$ cat src/rtl/pva_pkg.sv
package pva_pkg;

  // Voice count and derived widths.
  localparam int VOICES = 8;
  localparam int VW     = (VOICES > 1) ? $clog2(VOICES) : 1;

  // Field widths fixed by the item format.
  localparam int CMD_W  = 2;
  localparam int NOTE_W = 7;
  localparam int VEL_W  = 7;
  localparam int SEL_W  = 3;
  localparam int LVL_W  = 16;
  localparam int ACT_W  = 2;
  localparam int IDX_W  = 3;
  localparam int AMP_W  = VEL_W + LVL_W;

  // Command codes.
  localparam logic [CMD_W-1:0] CMD_NOTE_ON  = 2'd0;
  localparam logic [CMD_W-1:0] CMD_NOTE_OFF = 2'd1;
  localparam logic [CMD_W-1:0] CMD_STATUS   = 2'd2;

  // Action codes.
  localparam logic [ACT_W-1:0] ACT_ATTACK  = 2'd0;
  localparam logic [ACT_W-1:0] ACT_RELEASE = 2'd1;
  localparam logic [ACT_W-1:0] ACT_NONE    = 2'd2;

  // Control from the sequencer to the amplitude compare unit.
  typedef struct packed {
    logic clear;
    logic step;
  } scan_ctl_t;

endpackage

$ cat src/rtl/pva_req_if.sv
interface pva_req_if;
  logic                        valid;
  logic                        ready;
  logic [pva_pkg::CMD_W-1:0]   command;
  logic [pva_pkg::NOTE_W-1:0]  note;
  logic [pva_pkg::VEL_W-1:0]   velocity;
  logic [pva_pkg::SEL_W-1:0]   voice_select;
  logic [pva_pkg::LVL_W-1:0]   env_level;
  logic                        env_stopped;

  modport source (
    output valid, command, note, velocity, voice_select, env_level, env_stopped,
    input  ready
  );
  modport sink (
    input  valid, command, note, velocity, voice_select, env_level, env_stopped,
    output ready
  );
endinterface

$ cat src/rtl/pva_rsp_if.sv
interface pva_rsp_if;
  logic                        valid;
  logic                        ready;
  logic [pva_pkg::ACT_W-1:0]   action;
  logic [pva_pkg::IDX_W-1:0]   voice_index;
  logic [pva_pkg::NOTE_W-1:0]  voice_note;
  logic [pva_pkg::VEL_W-1:0]   voice_velocity;

  modport source (
    output valid, action, voice_index, voice_note, voice_velocity,
    input  ready
  );
  modport sink (
    input  valid, action, voice_index, voice_note, voice_velocity,
    output ready
  );
endinterface

$ cat src/rtl/pva_amp_unit.sv
module pva_amp_unit (
  input  logic                      clk,
  input  logic                      rst,
  input  pva_pkg::scan_ctl_t        ctl,
  input  logic [pva_pkg::VW-1:0]    idx,
  input  logic [pva_pkg::VEL_W-1:0] vel,
  input  logic [pva_pkg::LVL_W-1:0] lvl,
  input  logic                      active,
  output logic                      steal_found,
  output logic [pva_pkg::VW-1:0]    steal_idx
);
  import pva_pkg::*;

  logic [AMP_W-1:0] amp;
  logic [AMP_W-1:0] best;
  logic             better;

  // One product of velocity and level per cycle, compared with the best so far.
  assign amp    = AMP_W'(vel) * AMP_W'(lvl);
  assign better = active && (!steal_found || (amp < best));

  // Keep the lowest-index active voice with the smallest product.
  always_ff @(posedge clk) begin
    if (rst) begin
      steal_found <= 1'b0;
    end else if (ctl.clear) begin
      steal_found <= 1'b0;
    end else if (ctl.step && better) begin
      steal_found <= 1'b1;
    end
  end

  always_ff @(posedge clk) begin
    if (ctl.step && better) begin
      best      <= amp;
      steal_idx <= idx;
    end
  end

endmodule

$ cat src/rtl/poly_voice_allocator.sv
// A note item is captured, then scanned over every voice in S_SCAN, and finishes
// in S_DONE once the result register is free; a status or unused item goes to S_DONE.
// No new item is taken until the last one has finished. The scan reads one voice
// a cycle through a single shared multiply and compare unit.
// Reset: synchronous rst clears all voice notes, velocities, levels and active
// flags to zero, empties the result register and returns the sequencer to idle.
module poly_voice_allocator (
  input  logic      clk,
  input  logic      rst,
  pva_req_if.sink   req,
  pva_rsp_if.source rsp
);
  import pva_pkg::*;

  typedef enum logic [1:0] {
    S_IDLE,
    S_SCAN,
    S_DONE
  } state_t;

  state_t state;

  // Voice state.
  logic [NOTE_W-1:0] note_mem [VOICES];
  logic [VEL_W-1:0]  vel_mem  [VOICES];
  logic [LVL_W-1:0]  lvl_mem  [VOICES];
  logic [VOICES-1:0] act_mem;

  // Captured item.
  logic [CMD_W-1:0]  cmd_q;
  logic [NOTE_W-1:0] note_q;
  logic [VEL_W-1:0]  vel_q;
  logic [SEL_W-1:0]  sel_q;
  logic [LVL_W-1:0]  lvl_q;
  logic              stop_q;

  // Scan results.
  logic [VW-1:0]     idx;
  logic              retrig_found;
  logic [VW-1:0]     retrig_idx;
  logic              free_found;
  logic [VW-1:0]     free_idx;
  logic              hit_found;
  logic [VW-1:0]     hit_idx;
  logic [VEL_W-1:0]  hit_vel;
  logic              steal_found;
  logic [VW-1:0]     steal_idx;

  // Result register.
  logic              out_valid;
  logic [ACT_W-1:0]  out_action;
  logic [IDX_W-1:0]  out_index;
  logic [NOTE_W-1:0] out_note;
  logic [VEL_W-1:0]  out_vel;

  scan_ctl_t         ctl;
  logic              req_fire;
  logic              out_free;
  logic              finish;
  logic              cur_match;
  logic              cur_active;
  logic [VW-1:0]     pick;
  logic              sel_ok;

  assign req.ready = (state == S_IDLE);
  assign req_fire  = req.valid && req.ready;
  assign out_free  = !out_valid || rsp.ready;
  assign finish    = (state == S_DONE) && out_free;

  assign cur_match  = (note_mem[idx] == note_q);
  assign cur_active = act_mem[idx];
  assign sel_ok     = (32'(sel_q) < VOICES);

  assign ctl.clear = req_fire;
  assign ctl.step  = (state == S_SCAN);

  pva_amp_unit u_amp (
    .clk         (clk),
    .rst         (rst),
    .ctl         (ctl),
    .idx         (idx),
    .vel         (vel_mem[idx]),
    .lvl         (lvl_mem[idx]),
    .active      (cur_active),
    .steal_found (steal_found),
    .steal_idx   (steal_idx)
  );

  // Voice chosen for a note-on: retrigger, then free voice, then steal.
  always_comb begin
    priority if (retrig_found) begin
      pick = retrig_idx;
    end else if (free_found) begin
      pick = free_idx;
    end else if (steal_found) begin
      pick = steal_idx;
    end else begin
      pick = '0;
    end
  end

  // Sequencer and result register.
  always_ff @(posedge clk) begin
    if (rst) begin
      state     <= S_IDLE;
      out_valid <= 1'b0;
      idx       <= '0;
    end else begin
      // The result becomes valid as an item finishes and clears on its transfer.
      if (finish) begin
        out_valid <= 1'b1;
      end else if (out_valid && rsp.ready) begin
        out_valid <= 1'b0;
      end
      unique case (state)
        S_IDLE: begin
          if (req_fire) begin
            idx <= '0;
            if (req.command == CMD_NOTE_ON || req.command == CMD_NOTE_OFF) begin
              state <= S_SCAN;
            end else begin
              state <= S_DONE;
            end
          end
        end
        S_SCAN: begin
          if (idx == VW'(VOICES - 1)) begin
            state <= S_DONE;
          end else begin
            idx <= idx + VW'(1);
          end
        end
        S_DONE: begin
          if (out_free) begin
            state <= S_IDLE;
          end
        end
        default: begin
          state <= S_IDLE;
        end
      endcase
    end
  end

  // Result payload, loaded as the item finishes.
  always_ff @(posedge clk) begin
    if (finish) begin
      if (cmd_q == CMD_NOTE_ON) begin
        out_action <= ACT_ATTACK;
        out_index  <= IDX_W'(pick);
        out_note   <= note_q;
        out_vel    <= vel_q;
      end else if (cmd_q == CMD_NOTE_OFF && hit_found) begin
        out_action <= ACT_RELEASE;
        out_index  <= IDX_W'(hit_idx);
        out_note   <= note_q;
        out_vel    <= hit_vel;
      end else begin
        out_action <= ACT_NONE;
        out_index  <= '0;
        out_note   <= '0;
        out_vel    <= '0;
      end
    end
  end

  // Item capture and per-voice scan flags; later matches overwrite earlier ones.
  always_ff @(posedge clk) begin
    if (req_fire) begin
      cmd_q        <= req.command;
      note_q       <= req.note;
      vel_q        <= req.velocity;
      sel_q        <= req.voice_select;
      lvl_q        <= req.env_level;
      stop_q       <= req.env_stopped;
      retrig_found <= 1'b0;
      free_found   <= 1'b0;
      hit_found    <= 1'b0;
    end else if (state == S_SCAN) begin
      if (cur_match) begin
        retrig_found <= 1'b1;
        retrig_idx   <= idx;
      end
      if (!cur_active) begin
        free_found <= 1'b1;
        free_idx   <= idx;
      end
      if (cur_match && cur_active) begin
        hit_found <= 1'b1;
        hit_idx   <= idx;
        hit_vel   <= vel_mem[idx];
      end
    end
  end

  // Voice state update: note-on stores note and velocity, status sets level and flag.
  always_ff @(posedge clk) begin
    if (rst) begin
      for (int i = 0; i < VOICES; i++) begin
        note_mem[i] <= '0;
        vel_mem[i]  <= '0;
        lvl_mem[i]  <= '0;
      end
      act_mem <= '0;
    end else if (finish) begin
      if (cmd_q == CMD_NOTE_ON) begin
        note_mem[pick] <= note_q;
        vel_mem[pick]  <= vel_q;
      end else if (cmd_q == CMD_STATUS && sel_ok) begin
        lvl_mem[VW'(sel_q)] <= lvl_q;
        act_mem[VW'(sel_q)] <= !stop_q;
      end
    end
  end

  assign rsp.valid          = out_valid;
  assign rsp.action         = out_action;
  assign rsp.voice_index    = out_index;
  assign rsp.voice_note     = out_note;
  assign rsp.voice_velocity = out_vel;

endmodule
$ cat src/flat_wrapper.sv
// flat-port wrapper written by rule: the top's interface ports become plain ports
module poly_voice_allocator_flat import pva_pkg::*;
  (clk, rst, req_valid, req_command, req_note, req_velocity, req_voice_select, req_env_level, req_env_stopped, req_ready, rsp_valid, rsp_action, rsp_voice_index, rsp_voice_note, rsp_voice_velocity, rsp_ready);
  pva_req_if req_i ();
  pva_rsp_if rsp_i ();
  input  logic clk;
  input  logic rst;
  input wire logic [$bits(req_i.valid)-1:0] req_valid;
  input wire logic [$bits(req_i.command)-1:0] req_command;
  input wire logic [$bits(req_i.note)-1:0] req_note;
  input wire logic [$bits(req_i.velocity)-1:0] req_velocity;
  input wire logic [$bits(req_i.voice_select)-1:0] req_voice_select;
  input wire logic [$bits(req_i.env_level)-1:0] req_env_level;
  input wire logic [$bits(req_i.env_stopped)-1:0] req_env_stopped;
  output wire logic [$bits(req_i.ready)-1:0] req_ready;
  output wire logic [$bits(rsp_i.valid)-1:0] rsp_valid;
  output wire logic [$bits(rsp_i.action)-1:0] rsp_action;
  output wire logic [$bits(rsp_i.voice_index)-1:0] rsp_voice_index;
  output wire logic [$bits(rsp_i.voice_note)-1:0] rsp_voice_note;
  output wire logic [$bits(rsp_i.voice_velocity)-1:0] rsp_voice_velocity;
  input wire logic [$bits(rsp_i.ready)-1:0] rsp_ready;
  assign req_i.valid = req_valid;
  assign req_i.command = req_command;
  assign req_i.note = req_note;
  assign req_i.velocity = req_velocity;
  assign req_i.voice_select = req_voice_select;
  assign req_i.env_level = req_env_level;
  assign req_i.env_stopped = req_env_stopped;
  assign req_ready = req_i.ready;
  assign rsp_valid = rsp_i.valid;
  assign rsp_action = rsp_i.action;
  assign rsp_voice_index = rsp_i.voice_index;
  assign rsp_voice_note = rsp_i.voice_note;
  assign rsp_voice_velocity = rsp_i.voice_velocity;
  assign rsp_i.ready = rsp_ready;
  poly_voice_allocator u_core (.clk(clk), .rst(rst), .req(req_i), .rsp(rsp_i));
endmodule
$ cat config.mk
export PLATFORM = sky130hd
export DESIGN_NAME = poly_voice_allocator_flat
export DESIGN_NICKNAME = d
export VERILOG_FILES = /design/src/rtl/pva_pkg.sv /design/src/rtl/pva_req_if.sv /design/src/rtl/pva_rsp_if.sv /design/src/rtl/pva_amp_unit.sv /design/src/rtl/poly_voice_allocator.sv /design/src/flat_wrapper.sv
export SDC_FILE = /design/constraint.sdc
export NUM_CORES = 1
export LEC_CHECK = 0
export ABC_AREA = 1
export ABC_CLOCK_PERIOD_IN_PS = 7530
export BUFFER_PORTS_ARGS = -buffer_cell sky130_fd_sc_hd__buf_2
export CAP_MARGIN = 10
export CORE_MARGIN = 5
export CORE_UTILIZATION = 55
export DETAILED_ROUTE_END_ITERATION = 6
export GPL_TIMING_DRIVEN = 0
export MAX_ROUTING_LAYER = met4
export PLACE_DENSITY = 0.75
export SETUP_SLACK_MARGIN = 0.3
export SLEW_MARGIN = 20
export SYNTH_ARGS = -nofsm -noshare
export SYNTH_HDL_FRONTEND = slang
export SYNTH_SLANG_ARGS = --single-unit
export TNS_END_PERCENT = 10
$ cat constraint.sdc
create_clock -name clk -period 7.53 [get_ports clk]
set_clock_uncertainty 0.2 [all_clocks]
set_input_delay 1.506 -clock clk [delete_from_list [all_inputs] [get_ports clk]]
set_output_delay 1.506 -clock clk [all_outputs]
set_load 0.02 [all_outputs]
==> results of run 1 <==
-- flip-flops by register name, summed over array words and instances, names as in the netlist, 8 cells and up, named ones only --
| register | cells |
|---|---|
| u_core.act_mem | 8 |
| u_core.lvl_q | 16 |
| u_core.lvl_mem | 128 |
| u_core.note_mem | 56 |
| u_core.u_amp.best | 23 |
| u_core.vel_mem | 56 |
-- worst min-delay path by stage --
stage | startpoint | endpoint | slack (ns)
after floorplan | u_core.hit_found$_SDFFE_PP0P_ | u_core.hit_found$_SDFFE_PP0P_ | 0.24
after global placement | u_core.hit_found$_SDFFE_PP0P_ | u_core.hit_found$_SDFFE_PP0P_ | 0.25
after detailed placement | u_core.hit_found$_SDFFE_PP0P_ | u_core.hit_found$_SDFFE_PP0P_ | 0.25
after CTS | u_core.hit_found$_SDFFE_PP0P_ | u_core.hit_found$_SDFFE_PP0P_ | 0.26
after global routing | u_core.hit_found$_SDFFE_PP0P_ | u_core.hit_found$_SDFFE_PP0P_ | 0.30
final | u_core.hit_found$_SDFFE_PP0P_ | u_core.hit_found$_SDFFE_PP0P_ | 0.26
-- layout by cell type (no fill, tap or decap), types with 11 or more instances in the layout --
cell type,synthesis,routed
a21oi_1,45,26
a21oi_2,0,13
buf_12,0,13
buf_2,31,70
buf_4,6,52
buf_6,9,17
buf_8,0,15
clkbuf_1,25,23
clkbuf_16,0,40
clkinv_1,12,19
dfxtp_1,21,19
edfxtp_1,337,337
fa_1,69,67
ha_1,65,50
ha_4,0,14
inv_1,198,191
inv_2,24,24
nand2_1,223,203
nand2_2,2,19
nand3_1,33,30
nor2_1,498,461
nor2_2,5,31
nor2_4,0,11
o211ai_1,12,12
o21ai_0,121,98
o21ai_1,45,49
o21ai_4,3,19
o22ai_1,42,28
o22ai_2,0,14
-- repair_timing --
action	4_1_cts	5_1_grt
resized for setup	121	222
endpoints found under the setup margin	26	26
gates cloned	1	2
endpoints found under the hold margin	0	0
pin swaps	23	82
buffers inserted	18	34
-- Yosys cell counts, drive strengths merged --
cell type,number,area share (%)
nor3b,1,0.040
o2111ai,1,0.046
nand2,225,4.5
fa,69,7.3
a31oi,2,0.066
o21a,3,0.12
a211oi,5,0.20
clkbuf,25,0.50
a21oi,45,1.2
xor2,8,0.37
clkinv,12,0.24
o22ai,42,1.4
dfxtp,21,2.2
nand4,11,0.43
nor4,3,0.099
buf,48,1.6
nor3,6,0.22
nor2,503,10
o21ai,173,4.8
or2,1,0.033
nand3,33,0.87
xnor2,10,0.46
o2111a,1,0.060
o211ai,12,0.48
ha,65,4.3
inv,222,4.4
a21o,2,0.080
o221ai,1,0.046
o31ai,1,0.040
edfxtp,337,54
o32ai,2,0.093
-- metrics by stage --
stage / util (%) / setup WS [ns] / hold WS (ns) / instance area (µm²) / total power [µW]
2_1_floorplan: - / 0.502 / 0.237 / 18900 / 4980
3_3_place_gp: 58.6 / -1.61 / 0.250 / 19700 / 5720
3_5_place_dp: 58.8 / -0.676 / 0.252 / 19800 / 5830
4_1_cts: 64.4 / 0.309 / 0.261 / 21700 / 8110
5_1_grt: 67.7 / 0.171 / 0.301 / 22800 / 9720
6_report: 67.7 / 0.515 / 0.258 / 22800 / 9090
-- power breakdown --
group	switching [µW]	internal, µW
registers	39.2	2370
logic	2900	1940
clock network	779	1060
total	3720	5370
-- layout make-up --
cell class | count | area (µm²)
clock inverter | 23 | 230
buffer | 73 | 701
inverter | 234 | 902
tap | 448 | 561
sequential | 358 | 10500
multi-input combinational | 1225 | 7990
timing repair buffer | 118 | 888
clock buffer | 46 | 1000
fill | 2446 | 10900
-- routing by layer --
layer | vias to the layer above | GRT usage (%) | wire (µm)
met3 | 122 | 4.57 | 4970
met2 | 763 | 40.5 | 23600
li1 | 6581 | - | -
met5 | - | - | 0
met4 | 0 | 7.53 | 1460
met1 | 6819 | 34.1 | 19700
-- logic make-up (layout without fill, tap and decap cells) --
family / after synthesis / in the layout / share of synthesized area, %
simple gates: 783 / 783 / 16.3
buf+inv: 307 / 494 / 6.79
compound gates: 290 / 290 / 8.66
fa+ha+maj: 134 / 134 / 11.6
flops: 358 / 358 / 55.8
xor+xnor: 18 / 18 / 0.835
-- worst register-to-register path, delay by kind of cell (launching register included) --
| kind | cells | cell delay, ns |
|---|---|---|
| adders and majority gates | 6 | 2.57 |
| AOI/OAI and AO/OA | 11 | 1.75 |
| buffers and inverters | 10 | 1.10 |
| and+or+nand+nor | 9 | 0.71 |
| DFF | 1 | 0.38 |
==> impl_results.rst, run 1 <==
.. list-table::
   :header-rows: 1

   * - Metric
     - Value
   * - # port buffers
     - 60
   * - Worst-path clk slew
     - 0.06 ns
   * - Num CTS Buffers
     - 38
   * - Synth unique cells
     - 42
   * - Final Wtd Congestion
     - 0.913
   * - FP Rows
     - 67
   * - Clock Sink Count
     - 358
   * - Drt initial violations
     - 1418
   * - Slowest Stage Delay on Critical Path
     - 0.55 ns
   * - Sum of negative setup slack
     - 0 ns
   * - Number of buffers and inverters on the critical path
     - 10
   * - Dpl cells
     - 2401
   * - Deepest clock path buffer count
     - 3
   * - Layout overhead on the synthesized area
     - 20.9%
   * - Total Nets Final
     - 2222
   * - First-pass GRT wire length
     - 74.4 mm
   * - Inserted Diodes
     - 0
   * - Synthesized area divided by synthesized cell count
     - 9.99 µm²
   * - RSZ-0062 raised after global routing
     - false
   * - Ratio of cells with drive above 1 in the final layout
     - 20.4%
   * - Routed Wire Length
     - 49.7 mm
   * - Internal reg-to-reg setup slack
     - 0.51 ns
   * - Areal power density over the cells
     - 399 mW/mm²
   * - Crit path max-delay family
     - adder cells
   * - Global route total overflow
     - 0
   * - Std-Cell Core Area
     - 0.0337 mm²
   * - Final ANT Viol Nets
     - 0
   * - Startpoint-to-endpoint class of the critical path
     - reg2reg
   * - Length in cells of the worst reg-to-reg path
     - 36
   * - Critical Path Most Common Cell
     - nand2_1
   * - LEAKAGE
     - 0.00959 µW
   * - Initial Util
     - 56.0%
   * - Post-detailed-placement half-perimeter wirelength
     - 33.3 mm
   * - Number of iterations in the first detailed-routing pass
     - 6
   * - Cell with the largest stage delay on the worst path
     - fa_1
   * - Final critical-path required period
     - 7.02 ns
   * - Largest fanout on the critical path
     - 12
   * - Transition time at the pin with the least slew margin
     - 0.875 ns
   * - Ys Warns
     - 0
   * - Final routed wire length divided by cell count
     - 19.7 µm
   * - Max-slew headroom at the worst pin
     - 41.4%
   * - Number of antenna violations at the first check in global routing
     - 0
   * - Share of synthesized area occupied by flip-flops and latches
     - 55.8%
   * - Clock root buffer
     - clkbuf_16
   * - Critical path depth
     - 36
   * - Number of endpoints failing setup at the final stage
     - 0
   * - Number of hold violations in the final report
     - 0
   * - Clock tree from TritonCTS
     - built
   * - Worst Setup End Kind
     - register
   * - Synthesized net count
     - 2064
   * - Class of the worst hold path
     - reg2reg
   * - Result of the run
     - complete, no violations
   * - Gate count of the mapped netlist
     - 1890
   * - Die Height
     - 195 µm
   * - Max_cap viols
     - 0
   * - Share of the clock period used by the worst path after layout
     - 93.2%
   * - Number of vias after detailed routing
     - 14300
   * - Post-Layout Cell Count
     - 2525
   * - Via-per-instance ratio
     - 5.66
   * - Synthesized flop and latch total
     - 358
   * - Number of pins with negative max-slew slack in the final report
     - 0
   * - GRT Total Usage
     - 25.5%
   * - Achievable clock frequency
     - 143 MHz
   * - Critical R2R Capture
     - u_core.u_amp.best[12]$_DFFE_PP_
   * - Worst Setup Start Kind
     - register
   * - Total I/O pin count
     - 61
   * - Die area
     - 0.0381 mm²
   * - Peak supply drop
     - 0.414 mV
   * - CP Data Arrival Time
     - 7.05 ns
   * - Residual DRC count
     - 0
   * - Worst hold path cell count
     - 2
   * - DIE WIDTH
     - 195 µm
   * - H-Tree Level Count
     - 2
   * - Worst setup path endpoint
     - u_core.u_amp.best[12]$_DFFE_PP_
   * - Insertion delay to the later sink of the worst-skew pair
     - 0.54 ns
   * - Maximum number of pins on one net before global-route repair
     - 27
   * - Vias in the first global route
     - 13800
   * - CTS Hold Buffers Added
     - 0
   * - Worst Path Required
     - 7.56 ns
   * - Area of the mapped netlist
     - 0.0189 mm²
Power figures use the tool's default switching activity.
==> run 2: changes to the inputs <==
- ABC_AREA: 1 -> default
- SYNTH_HIERARCHICAL: default -> 1
==> impl_results.rst, run 2 <==
.. list-table::
   :header-rows: 1

   * - Metric
     - Value
   * - Max-slew headroom at the worst pin
     - 28.5% (-13 points)
   * - Worst setup path endpoint
     - u_core/u_amp/best[22]$_DFFE_PP_
   * - Worst Path Required
     - 7.56 ns (about the same)
   * - Area of the mapped netlist
     - 0.0191 mm² (+0.96%)
   * - DIE WIDTH
     - 196 µm (+0.46%)
   * - Total I/O pin count
     - 61 (unchanged)
   * - GR Util met2
     - 36.1% (-4.4 points)
   * - Die Height
     - 196 µm (+0.46%)
   * - Num CTS Buffers
     - 39 (+2.6%)
   * - Clock tree from TritonCTS
     - built
   * - Transition time at the pin with the least slew margin
     - 1.07 ns (+0.196 ns)
   * - Met3 demand-to-capacity share in global routing
     - 4.40% (-0.17 points)
   * - Number of antenna violations at the first check in global routing
     - 0 (unchanged)
   * - PnR Total Power
     - 5100 µW (-44%)
   * - Biggest registers after layout
     - u_core/lvl_mem (128), u_core/note_mem (56), u_core/vel_mem (56)
   * - CP Data Arrival Time
     - 7.49 ns (+0.44 ns)
   * - Main flop type after synthesis
     - edfxtp_1
   * - Share of synthesized area occupied by flip-flops and latches
     - 55.3% (-0.53 points)
   * - GRT Total Usage
     - 23.0% (-2.5 points)
   * - Global route total overflow
     - 0 (unchanged)
   * - Routed Wire Length
     - 43.1 mm (-13%)
   * - Startpoint-to-endpoint class of the critical path
     - reg2reg
   * - Vias in the first global route
     - 12100 (-12%)
   * - Post-detailed-placement half-perimeter wirelength
     - 29.1 mm (-13%)
   * - Max_cap viols
     - 0 (unchanged)
   * - First-pass GRT wire length
     - 66.7 mm (-10%)
   * - Leading cell type in the layout, fill and taps excluded
     - edfxtp_1
   * - Synth unique cells
     - 60 (+43%)
   * - Synthesized area divided by synthesized cell count
     - 13.6 µm² (+36%)
   * - Leading cell types in the layout, fill and taps excluded
     - 337 x edfxtp_1, 285 x and2_1, 108 x inv_1
   * - FFs w/ async S/R, synth
     - 0% (unchanged)
   * - Class of the worst hold path
     - reg2reg
   * - Post-synth top area share
     - 53.1% (-0.51 points)
   * - Worst path setup slack after routing
     - 0.0669 ns (-0.448 ns)
   * - Initial Util
     - 55.4% (-0.57 points)
   * - Met1 capacity usage during global routing
     - 31.3% (-2.8 points)
   * - Number of endpoints failing setup at the final stage
     - 0 (unchanged)
   * - Deepest clock path buffer count
     - 3 (unchanged)
   * - Achievable clock frequency
     - 134 MHz (-6.0%)
   * - Worst Setup Start Kind
     - register
   * - Internal reg-to-reg setup slack
     - 0.07 ns (-0.45 ns)
   * - Number of vias after detailed routing
     - 11600 (-19%)
   * - Synthesized flop and latch total
     - 358 (unchanged)
   * - Dpl cells
     - 1922 (-20%)
   * - Number of fill cells
     - 2535 (+3.6%)
   * - Ys Warns
     - 6 (+6)
   * - Post-Layout Cell Count
     - 2035 (-19%)
   * - Share of the clock period used by the worst path after layout
     - 99.1% (+5.9 points)
   * - Worst-path clk slew
     - 0.06 ns (about the same)
   * - H-Tree Level Count
     - 2 (unchanged)
   * - Area leader, netlist
     - edfxtp_1
   * - Number of enable flip-flop cells after synthesis
     - 337 (unchanged)
   * - Clock Sink Count
     - 358 (unchanged)
   * - Final ANT Viol Nets
     - 0 (unchanged)
   * - Cell with the most instances after synthesis
     - edfxtp_1
   * - LEAKAGE
     - 0.00897 µW (-6.5%)
   * - Worst Setup End Kind
     - register
   * - Residual DRC count
     - 0 (unchanged)
   * - Largest fanout on the critical path
     - 10 (-2)
   * - Final routed wire length divided by cell count
     - 21.2 µm (+7.5%)
   * - Critical R2R Capture
     - u_core/u_amp/best[22]$_DFFE_PP_
   * - RSZ-0062 raised after global routing
     - true
   * - Length in cells of the worst reg-to-reg path
     - 29 (-19%)
   * - Area taken by multi-input logic gates
     - 0.00808 mm² (+1.1%)
   * - Worst Setup Slack post-DPL
     - -1.28 ns (-0.603 ns)
   * - Cell with the largest stage delay on the worst path
     - mux4_2
   * - Synth cell count leaders
     - 337 x edfxtp_1, 287 x and2_1, 111 x inv_1
   * - Fraction of the core area covered by cells at the end of the flow
     - 63.9% (-3.8 points)
   * - Most Used Layer, Global Route
     - met2
   * - Gate count of the mapped netlist
     - 1406 (-26%)
   * - Std-Cell Core Area
     - 0.0344 mm² (+2.0%)
   * - Critical Path Most Common Cell
     - fa_1
   * - Clock root buffer
     - clkbuf_16
   * - Peak supply drop
     - 0.176 mV (-58%)
   * - Areal power density over the cells
     - 232 mW/mm² (-42%)
   * - Flip-flop count of the largest register after layout
     - 128 (unchanged)
   * - Top reg by flops
     - u_core/lvl_mem
   * - # port buffers
     - 60 (unchanged)
   * - Inserted Diodes
     - 0 (unchanged)
   * - Final critical-path required period
     - 7.46 ns (+0.448 ns)
   * - Ratio of cells with drive above 1 in the final layout
     - 19.7% (-0.68 points)
   * - Number of iterations in the first detailed-routing pass
     - 5 (-1)
   * - Drt initial violations
     - 905 (-36%)
   * - Result of the run
     - complete, no violations
   * - Number of pins with negative max-slew slack in the final report
     - 0 (unchanged)
   * - Total Nets Final
     - 1724 (-22%)
   * - FP Rows
     - 68 (+1.5%)
   * - Layout overhead on the synthesized area
     - 15.3%
   * - Via-per-instance ratio
     - 5.69 (+0.59%)
   * - Maximum number of pins on one net before global-route repair
     - 32 (+19%)
   * - Final Wtd Congestion
     - 0.861 (-5.7%)
   * - Post-route worst hold slack
     - 0.250 ns (-0.00804 ns)
   * - Most area-consuming cells after synthesis
     - edfxtp_1 53%, and2_1 9.4%, fa_1 7.2%
   * - Slowest Stage Delay on Critical Path
     - 0.54 ns (about the same)
   * - Die area
     - 0.0385 mm² (+0.91%)
   * - Reg area
     - 0.0105 mm² (about the same)
   * - Number of hold violations in the final report
     - 0 (unchanged)
   * - Synthesized net count
     - 1580 (-23%)
   * - Insertion delay to the later sink of the worst-skew pair
     - 0.54 ns (about the same)
run 2: changes by cell type after synthesis, moves of 26 or more:
cell / before / now
and2_1: 0 / 287
and3_1: 0 / 53
clkbuf_1: 25 / 51
inv_1: 198 / 111
mux2_2: 0 / 30
mux4_2: 0 / 56
nand2_1: 223 / 48
nor2_1: 498 / 43
o21ai_0: 121 / 14
o21ai_1: 45 / 0
o22ai_1: 42 / 5
run 2: stage by stage:
stage	TNS [ns]	instance area [µm²]
2_1_floorplan	0	19200
3_3_place_gp	-32.29	20100
3_5_place_dp	-33.18	20100
4_1_cts	0	21800
5_1_grt	-3.85	22000
6_report	0	22000
run 2: critical path, delay by kind of cell (launching register included):
family,cells,cell delay (ns)
AO/OA/AOI/OAI,8,1.37
XOR/XNOR,1,0.29
adder cells (fa/ha/maj),6,2.63
buffers and inverters,8,0.99
flip-flops,1,0.36
multiplexers,2,0.88
AND/OR/NAND/NOR,4,0.44
run 2: layer usage:
| layer | share of wire (%) | wire length [µm] |
|---|---|---|
| met2 | 48 | 20600 |
| met1 | 42 | 18200 |
| met3 | 7.5 | 3210 |
| met5 | 0 | 0 |
| met4 | 2.5 | 1060 |
run 2: report_power, final:
| group | internal (µW) | total (µW) | switching [µW] |
|---|---|---|---|
| registers | 2260 | 2300 | 37.9 |
| clock network | 1120 | 1860 | 750 |
| logic | 407 | 938 | 531 |
| total | 3790 | 5100 | 1320 |
run 2: cells by family (layout without fill, tap and decap cells):
logic type                 count (synthesis)  after routing  share of synthesized area, %
DFF                                      358            358                          55.3
AOI/OAI and AO/OA                        120            120                          4.38
and+or+nand+nor                          502            503                          15.3
muxes                                     97             97                          8.97
xor gates and xnor gates                  24             24                          1.10
buffers and inverters                    171            344                          3.43
adders and majority gates                134            134                          11.5
run 2: how the worst min path moves through the flow:
stage	slack (ns)	start	endpoint	depth (start not counted)
global placement	0.24	u_core/act_mem[6]$_SDFFE_PP0P_	u_core/act_mem[6]$_SDFFE_PP0P_	2
finish	0.25	u_core/act_mem[6]$_SDFFE_PP0P_	u_core/act_mem[6]$_SDFFE_PP0P_	2
floorplan	0.22	u_core/act_mem[6]$_SDFFE_PP0P_	u_core/act_mem[6]$_SDFFE_PP0P_	2
detailed placement	0.24	u_core/act_mem[6]$_SDFFE_PP0P_	u_core/act_mem[6]$_SDFFE_PP0P_	2
global route	0.27	u_core/act_mem[7]$_SDFFE_PP0P_	u_core/act_mem[7]$_SDFFE_PP0P_	2
CTS	0.25	u_core/act_mem[6]$_SDFFE_PP0P_	u_core/act_mem[6]$_SDFFE_PP0P_	2
run 2: area by class of cell:
type                            count  area share (%)
Buffer                             60            2.01
Clock buffer                       52            4.95
Clock inverter                     19           0.740
Inverter                          111            1.90
Multi-Input combinational cell    878            36.7
Sequential cell                   358            48.0
Tap cell                          455            2.59
Timing Repair Buffer              102            3.10
run 2: timing repair:
item	CTS	global route
setup buffers	21	19
pin swaps	15	17
endpoints found under the setup margin	26	26
resized for setup	60	14
gates cloned	2	0
hold buffers	0	0
